<file path="src/wss_pkg.sv">
`timescale 1ns / 1ps
// ---------------------------------------------------------------------------
// Windowed sample statistics package
// Shared widths, datapath operation codes and controller/datapath bundles.
// ---------------------------------------------------------------------------
package wss_pkg;

  localparam int unsigned NumChan   = 8;
  localparam int unsigned ChanW     = 3;
  localparam int unsigned SampleW   = 16;
  localparam int unsigned CountW    = 17;
  localparam int unsigned SumW      = 33;
  localparam int unsigned SqSumW    = 47;
  localparam int unsigned ProdW     = 64;
  localparam int unsigned RootW     = 32;
  localparam int unsigned DivW      = 32;
  localparam int unsigned UsedW     = 4;
  localparam int unsigned IterW     = 5;

  localparam logic [CountW-1:0] MaxWindow = 17'd65536;
  localparam logic [UsedW-1:0]  MaxUsed   = 4'd8;
  localparam logic signed [SampleW-1:0] SamplePosMax = 16'sh7fff;
  localparam logic signed [SampleW-1:0] SampleNegMin = 16'sh8000;

  typedef enum logic [3:0] {
    OP_NOP,
    OP_LOAD,
    OP_UPD,
    OP_SQ,
    OP_P0,
    OP_P1,
    OP_VAR,
    OP_ROOT,
    OP_DIVM_LD,
    OP_DIV,
    OP_DIVS_LD,
    OP_OUT
  } op_e;

  typedef struct packed {
    op_e op;
  } cmd_t;

  typedef struct packed {
    logic in_use;
    logic close;
    logic out_busy;
  } status_t;

endpackage

</file>
<file path="src/wss_ctrl.sv">
`timescale 1ns / 1ps
// ---------------------------------------------------------------------------
// Windowed sample statistics controller
// Sequences load, update, multiply, variance, root, divide and output steps of the datapath.
// ---------------------------------------------------------------------------
module wss_ctrl (
  input  logic             clk_i,
  input  logic             rst_ni,
  input  logic             in_valid_i,
  output logic             in_ready_o,
  input  wss_pkg::status_t status_i,
  output wss_pkg::cmd_t    cmd_o
);

  localparam logic [3:0] S_IDLE   = 4'd0;
  localparam logic [3:0] S_UPD    = 4'd1;
  localparam logic [3:0] S_SQ     = 4'd2;
  localparam logic [3:0] S_P0     = 4'd3;
  localparam logic [3:0] S_P1     = 4'd4;
  localparam logic [3:0] S_VAR    = 4'd5;
  localparam logic [3:0] S_ROOT   = 4'd6;
  localparam logic [3:0] S_DVM_LD = 4'd7;
  localparam logic [3:0] S_DVM    = 4'd8;
  localparam logic [3:0] S_DVS_LD = 4'd9;
  localparam logic [3:0] S_DVS    = 4'd10;
  localparam logic [3:0] S_OUT    = 4'd11;

  logic [3:0]                  state_q, state_d;
  logic [wss_pkg::IterW-1:0]   cnt_q, cnt_d;
  logic                        last_iter;

  assign last_iter  = (cnt_q == '1);
  assign in_ready_o = (state_q == S_IDLE);

  always_comb begin
    state_d   = state_q;
    cnt_d     = cnt_q;
    cmd_o.op  = wss_pkg::OP_NOP;
    case (state_q)
      S_IDLE: begin
        if (in_valid_i) begin
          cmd_o.op = wss_pkg::OP_LOAD;
          state_d  = S_UPD;
        end
      end
      S_UPD: begin
        cmd_o.op = wss_pkg::OP_UPD;
        state_d  = (status_i.in_use && status_i.close) ? S_SQ : S_IDLE;
      end
      S_SQ: begin
        cmd_o.op = wss_pkg::OP_SQ;
        state_d  = S_P0;
      end
      S_P0: begin
        cmd_o.op = wss_pkg::OP_P0;
        state_d  = S_P1;
      end
      S_P1: begin
        cmd_o.op = wss_pkg::OP_P1;
        state_d  = S_VAR;
      end
      S_VAR: begin
        cmd_o.op = wss_pkg::OP_VAR;
        state_d  = S_ROOT;
      end
      S_ROOT: begin
        cmd_o.op = wss_pkg::OP_ROOT;
        cnt_d    = cnt_q + 1'b1;
        if (last_iter) state_d = S_DVM_LD;
      end
      S_DVM_LD: begin
        cmd_o.op = wss_pkg::OP_DIVM_LD;
        state_d  = S_DVM;
      end
      S_DVM: begin
        cmd_o.op = wss_pkg::OP_DIV;
        cnt_d    = cnt_q + 1'b1;
        if (last_iter) state_d = S_DVS_LD;
      end
      S_DVS_LD: begin
        cmd_o.op = wss_pkg::OP_DIVS_LD;
        state_d  = S_DVS;
      end
      S_DVS: begin
        cmd_o.op = wss_pkg::OP_DIV;
        cnt_d    = cnt_q + 1'b1;
        if (last_iter) state_d = S_OUT;
      end
      S_OUT: begin
        // hold until the output register is free
        if (!status_i.out_busy) begin
          cmd_o.op = wss_pkg::OP_OUT;
          state_d  = S_IDLE;
        end
      end
      default: state_d = S_IDLE;
    endcase
  end

  always_ff @(posedge clk_i or negedge rst_ni) begin
    if (!rst_ni) begin
      state_q <= S_IDLE;
      cnt_q   <= '0;
    end else begin
      state_q <= state_d;
      cnt_q   <= cnt_d;
    end
  end

endmodule

</file>
<file path="config.mk">
export PLATFORM = sky130hd
export DESIGN_NAME = wss_ctrl
export DESIGN_NICKNAME = d
export VERILOG_FILES = /design/src/wss_pkg.sv /design/src/wss_ctrl.sv
export SDC_FILE = /design/constraint.sdc
export NUM_CORES = 1
export LEC_CHECK = 0
export CAP_MARGIN = 20
export CORE_AREA = 2 2 39 41
export CTS_BUF_LIST = sky130_fd_sc_hd__clkbuf_8
export DETAILED_ROUTE_END_ITERATION = 8
export DIE_AREA = 0 0 41 43
export DONT_BUFFER_PORTS = 1
export GPL_ROUTABILITY_DRIVEN = 0
export GPL_TIMING_DRIVEN = 1
export PLACE_DENSITY_LB_ADDON = 0.25
export SETUP_SLACK_MARGIN = 0.02
export SLEW_MARGIN = 20
export SYNTH_ARGS = -nofsm -noshare
export SYNTH_HDL_FRONTEND = slang
export SYNTH_SLANG_ARGS = --single-unit
</file>
<file path="constraint.sdc">
create_clock -name clk_i -period 3.9 [get_ports clk_i]
set_input_delay 0.975 -clock clk_i [delete_from_list [all_inputs] [get_ports clk_i]]
set_output_delay 0.975 -clock clk_i [all_outputs]
set_load 0.01 [all_outputs]
</file>
==> results of run 1 <==
## power by group through the flow
stage               registers [mW]  clock network, mW  logic (mW)
detailed placement           0.236                  0       0.246
global placement             0.235                  0       0.245
CTS                          0.236              0.105       0.250
global route                 0.248              0.110       0.280
floorplan                    0.185                  0       0.281
finish                       0.236              0.101       0.246
## cell usage in the layout (no fill, tap or decap), drive strengths merged
cell type	n
ha	2
and2	1
a21oi	4
dfrtp	9
xor2	2
o41ai	1
o22ai	1
xnor2	2
nor3	1
a211oi	2
nand2b	2
nand4	1
nand4b	1
nand3b	2
and3	2
a22o	1
o21ai	2
nand2	2
a2bb2oi	1
clkbuf	3
mux2	3
a211o	1
inv	2
nor4	3
nor2	7
## flip-flops by register name (all words and copies together) (netlist names)
name,flops
cnt_q,5
state_q,4
## final cells by class
| type | instances | area (um^2) |
|---|---|---|
| inverters | 1 | 3.754 |
| multi-input cells | 44 | 329.1 |
| clock buffers | 3 | 41.29 |
| flip-flops and latches | 9 | 225.2 |
| clock inverters | 1 | 3.754 |
| well taps | 16 | 20.02 |
| fillers | 132 | 760.7 |
## worst max-delay path, delay by kind of cell
| kind | cells | cell delay [ns] |
|---|---|---|
| AO/OA/AOI/OAI | 1 | 0.38 |
| AND/OR/NAND/NOR | 3 | 0.17 |
## worst max path at each step
stage	startpoint	endpoint	slack, ns	depth (start not counted)
floorplan	in_valid_i	cmd_o[0]	1.46	4
global placement	in_valid_i	cmd_o[0]	1.40	4
detailed placement	in_valid_i	cmd_o[0]	1.39	4
CTS	in_valid_i	cmd_o[0]	1.39	4
global route	state_q[3]	cmd_o[0]	1.23	4
finish	in_valid_i	cmd_o[0]	1.40	4
## metal layers
| metal | vias to the layer above | share of wire | track usage |
|---|---|---|---|
| li1 | 215 | - | - |
| met1 | 191 | 0.48 | 0.1661 |
| met2 | 11 | 0.44 | 0.1750 |
| met3 | 2 | 0.064 | 0.03141 |
| met4 | 0 | 0.012 | 0.08000 |
| met5 | - | 0 | 0 |
## stage by stage
| stage | instance area, um^2 | power, mW | std cells | setup WS (ns) |
|---|---|---|---|---|
| 2_1_floorplan | 589.3 | 0.4660 | 58 | 1.460 |
| 3_3_place_gp | 578.1 | 0.4797 | 70 | 1.397 |
| 3_5_place_dp | 578.1 | 0.4829 | 70 | 1.388 |
| 4_1_cts | 623.1 | 0.5905 | 74 | 1.386 |
| 5_1_grt | 623.1 | 0.6392 | 74 | 1.234 |
| 6_report | 623.1 | 0.5830 | 74 | 1.397 |
## logic make-up after synthesis
logic type,after synthesis
DFF,9
buffers and inverters,5
and+or+nand+nor,22
AOI/OAI and AO/OA,13
xor gates and xnor gates,4
adders and majority gates,2
muxes,3
==> out/metrics.yaml, run 1 <==
status: "completed"
synth.top_cell.area_share: 0.3822
setup_violations: 0
syn_to_final_growth_pct: 5.733
clockBufferDepth: 2
min_path_type: "in2async"
yosys_warnings: 0
p_switching_mw: 0.2403
ios: 11
cts_root_buf: "clkbuf_8"
cts_tree: "done"
grt_pass1_vias: 345
intPower_mw: 0.3427
synth-compound-area-share: 0.1656
final.setup.tns_ns: 0
power_density_nw_per_um2: 935.6
worstReg2RegEnd: "state_q[1]"
synthAdderAreaFrac: 0.04246
synth_xor_xnor_area_share: 0.05945
syn_inst: 58
combinationalPowerShare: 0.422
layout_min_cycle_time_ns: 2.503
port_buffers: 0
vias: 419
end_kind: "output port"
postSynth.asyncResetShare: 1.000
cp_data_arrival_time_ns: 1.53
postCtsSetupRepairBufs: 0
drive_gt1_frac: 0.1552
start_util: 0.4259
dieArea_um2: 1763
critPathLaunchType: "input port"
tightest_slew_ns: 0.5119
drv_slew: 0
viasPerCell: 5.662
clkTransAtPathRegs_ns: 0.04
critPathSlowestCell: "a211oi_1"
cts_buffers: 3
maxSlewHeadroom: 0.6556
fp.coreArea_um2: 1384
clk_latency_ns: 0.22
grtUsageTotal: 0.1255
rrSetupSlack_ns: 2.28
fmaxAchievable_mhz: 399.5
h-tree-depth: 1
p_clk_frac: 0.173
clock_sinks: 9
drc: 0
syn_area_um2: 589.3
rsz0062_at_grt: "false"
cpMostUsedCell: "nor2_1"
finalWirelength_um: 968
hpwl_um: 671
yosys.area.top_type: "dfrtp_1"
wl_per_cell_um: 13.08
ctsHoldBuffers: 0
grt_max_degree: 17
critPathMaxFanout: 3
slowest_delay_ns: 0.38
drtIter0Drc: 6
cp.required_ns: 2.92
grt_overflow: 0
synth_common_cells: "dfrtp_1 (9), nor2_1 (7), a21oi_1 (3), nor4_1 (3)"
reg2reg_from: "state_q[3]"
antennaDiodeCount: 0
synth_top_family_by_area: "simple AND/OR/NAND/NOR gates"
cts_resized: 0
max_cap_viol_count: 0
reg2regPathDepth: 4
drt_pass1_iterations: 3
crit_type: "in2out"
die_h_um: 43
nNetsFinal: 67
synth.avg_cell_area_um2: 10.16
netlist_top_cells_area: "dfrtp_1 (38%), nor2_1 (4.5%), ha_1 (4.2%)"
die_w_um: 41
ir_drop_uv: 411.2
post-route-util: 0.4503
skew_ns: 0.001704
ys_types: 32
synth-edff-count: 0
grt_pass1_wl_um: 1469
seq_area_frac_synth: 0.3822
num_rows: 14
fin_crit_sh: 0.6419
ys_ff_latch: 9
yosys.area_share.simple: 0.2272
power_leakage_nw: 0.2730
synth_mux_area_frac: 0.06369
hold-worst-slack_ns: 0.4434
synth_nets: 66
crit_chain: "nor3_1 -> nor2_1 -> nor2_1 -> a211oi_1"
swShare: 0.4121
yosysMostFrequentCell: "dfrtp_1"
hold_viol: 0
postRouteAntennaNets: 0
antenna_found_initial: 0
synthFlopType: "dfrtp_1"
p_seq_frac: 0.405
(Power assumes the default switching activity.)
==> run 2, diff against run 1 <==
--- a/config.mk
+++ b/config.mk
@@ -5,6 +5,7 @@
 export SDC_FILE = /design/constraint.sdc
 export NUM_CORES = 1
 export LEC_CHECK = 0
+export ABC_AREA = 1
 export CAP_MARGIN = 20
 export CORE_AREA = 2 2 39 41
 export CTS_BUF_LIST = sky130_fd_sc_hd__clkbuf_8
==> constraint.sdc (replaced) <==
create_clock -name clk_i -period 2.1 [get_ports clk_i]
set_input_delay 0.525 -clock clk_i [delete_from_list [all_inputs] [get_ports clk_i]]
set_output_delay 0.525 -clock clk_i [all_outputs]
set_load 0.01 [all_outputs]
==> out/metrics.yaml, run 2 <==
ys_types: 21  # -34%
route.met2.wl_um: 519  # +22%
met1Wirelength_um: 528  # +13%
cts_buffers: 3  # unchanged
power_density_nw_per_um2: 1430  # +53%
syn_to_final_growth_pct: 11.18
min_to: "state_q[0]"
reg2reg_from: "state_q[3]"
crit_type: "reg2out"
die_w_um: 41  # unchanged
fin_crit_sh: 0.8722
dr_wl_met3_um: 96  # +55%
synth_common_cells: "nand2_1 (21), nor2_1 (11), inv_1 (10)"
cts_root_buf: "clkbuf_8"
die_h_um: 43  # unchanged
wl_per_cell_um: 11.67  # -11%
setup.worst_path.start: "state_q[3]"
cp.required_ns: 1.57  # -1.35 ns
synth.top_cell.area_share: 0.3727  # -0.009495
synth.avg_cell_area_um2: 7.461  # -27%
grt_pass1_vias: 489  # +42%
status: "completed"
synth-edff-count: 0  # unchanged
fillCellCount: 142  # +7.6%
hold_viol: 0  # unchanged
dieArea_um2: 1763  # unchanged
vias: 524  # +25%
critPathMaxFanout: 7  # +4
grtUsageTotal: 0.1709  # +0.04537
synthFlopType: "dfrtp_1"
drtIter0Drc: 9  # +3
syn_area_um2: 604.3  # +2.5%
setup_violations: 0  # unchanged
start_util: 0.4367  # +0.01085
worstReg2RegEnd: "cnt_q[3]"
clk_latency_ns: 0.23  # about the same
clkTransAtPathRegs_ns: 0.04  # about the same
ir_drop_uv: 486.5  # +18%
ios: 11  # unchanged
top_layer: "met4"
tightest_slew_ns: 0.5492  # +0.03734 ns
viasPerCell: 5.188  # -8.4%
end_kind: "output port"
cts_tree: "done"
finalWirelength_um: 1179  # +22%
grt_max_degree: 10  # -7
clockBufferDepth: 2  # unchanged
seq_area_frac_synth: 0.3727  # -0.009495
clock_sinks: 9  # unchanged
h-tree-depth: 1  # unchanged
yosysMostFrequentCell: "nand2_1"
final_cell_mix: "nand2_1 (21), inv_1 (11), nor2_1 (11)"
drt_pass1_iterations: 4  # +1
largest_reg_flops: 5  # unchanged
netlist_top_cells_area: "dfrtp_1 (37%), nand2_1 (13%), nor2_1 (6.8%)"
ys_ff_latch: 9  # unchanged
min_path_type: "in2reg"
power_leakage_nw: 0.3325  # +22%
ctsHoldBuffers: 1  # +1
num_rows: 14  # unchanged
largest_registers: "cnt_q (5), state_q (4)"
syn_inst: 81  # +40%
port_buffers: 0  # unchanged
reg2regPathDepth: 5  # +1
synth_nets: 89  # +35%
yosys.area.top_type: "dfrtp_1"
regArea_um2: 225.2  # unchanged
multi_input_area_um2: 330.3  # +0.38%
yosys_warnings: 0  # unchanged
layout_min_cycle_time_ns: 1.832
nNetsFinal: 94  # +40%
min_from: "status_i[0]"
top_register: "cnt_q"
cts_resized: 0  # unchanged
drive_gt1_frac: 0.1176  # -0.03753
final.setup.tns_ns: 0  # unchanged
rrSetupSlack_ns: 0.73  # -1.55 ns
max_cap_viol_count: 0  # unchanged
skew_ns: 0.0009249  # -0.0007795 ns
drc: 0  # unchanged
fp.coreArea_um2: 1384  # unchanged
grt_pass1_wl_um: 1952  # +33%
grt_overflow: 0  # unchanged
post-route-util: 0.4855  # +0.03526
hpwl_um: 883.4  # +32%
rsz0062_at_grt: "false"
power_mw: 0.9611  # +65%
postRouteAntennaNets: 0  # unchanged
whs_path_depth: 2
critPathLaunchType: "flop"
cp_data_arrival_time_ns: 1.31  # -0.22 ns
antennaDiodeCount: 0  # unchanged
maxSlewHeadroom: 0.6305  # -0.02512
drv_slew: 0  # unchanged
fmaxAchievable_mhz: 546.0
postCtsSetupRepairBufs: 0  # unchanged
antenna_found_initial: 0  # unchanged
mostFrequentLayoutCell: "nand2_1"
postSynth.asyncResetShare: 1.000  # unchanged
==> run 2: report_power, final <==
part           switching, mW  internal, mW  leakage [nW]
Clock                 0.0646         0.127        0.0269
Combinational          0.281         0.151         0.190
Sequential            0.0920         0.245         0.115
Total                  0.438         0.523         0.333
==> run 2: worst max path at each step <==
stage,to,cells after the start
final,cmd_o[1],5
after global routing,cmd_o[1],5
after CTS,cmd_o[1],5
after detailed placement,cmd_o[1],5
after global placement,cmd_o[2],3
after floorplan,in_ready_o,2
==> run 2: cell type report <==
type                            count  share of cell area
Clock buffer                        3             0.06145
Clock inverter                      1            0.005587
Inverter                           11             0.06145
Multi-Input combinational cell     60              0.4916
Sequential cell                     9              0.3352
Tap cell                           16             0.02980
Timing Repair Buffer                1             0.01490
==> run 2: through the flow <==
stage	worst slack, ns	std cells	hold slack (ns)	cell area [um^2]
CTS	0.2640	101	0.4449	671.9
global placement	0.5175	96	0.2296	616.8
global route	0.1338	101	0.4611	671.9
detailed placement	0.5144	96	0.2296	616.8
floorplan	0.6332	81	0.2294	604.3
finish	0.2684	101	0.4488	671.9
==> run 2: routing by layer <==
layer  vias to the layer above  track usage
met3                         5      0.09424
met1                       236       0.2072
met5                         -            0
met4                         0       0.1133
li1                        270            -
met2                        13       0.2219
==> run 2: worst max-delay path, cell delays in order (launching register included) <==
cell,delay (ns)
dfrtp_1,0.47
inv_1,0.10
nand2_2,0.15
inv_1,0.06
nand2_1,0.08
o2111ai_1,0.21
==> run 2: kinds of logic after synthesis <==
family                   Yosys count  share of synthesized area
adder cells (fa/ha/maj)            2                    0.04140
AO/OA/AOI/OAI                      9                     0.1097
XOR/XNOR                           3                    0.04349
flip-flops                         9                     0.3727
AND/OR/NAND/NOR                   46                     0.3520
buffers and inverters             12                    0.08075
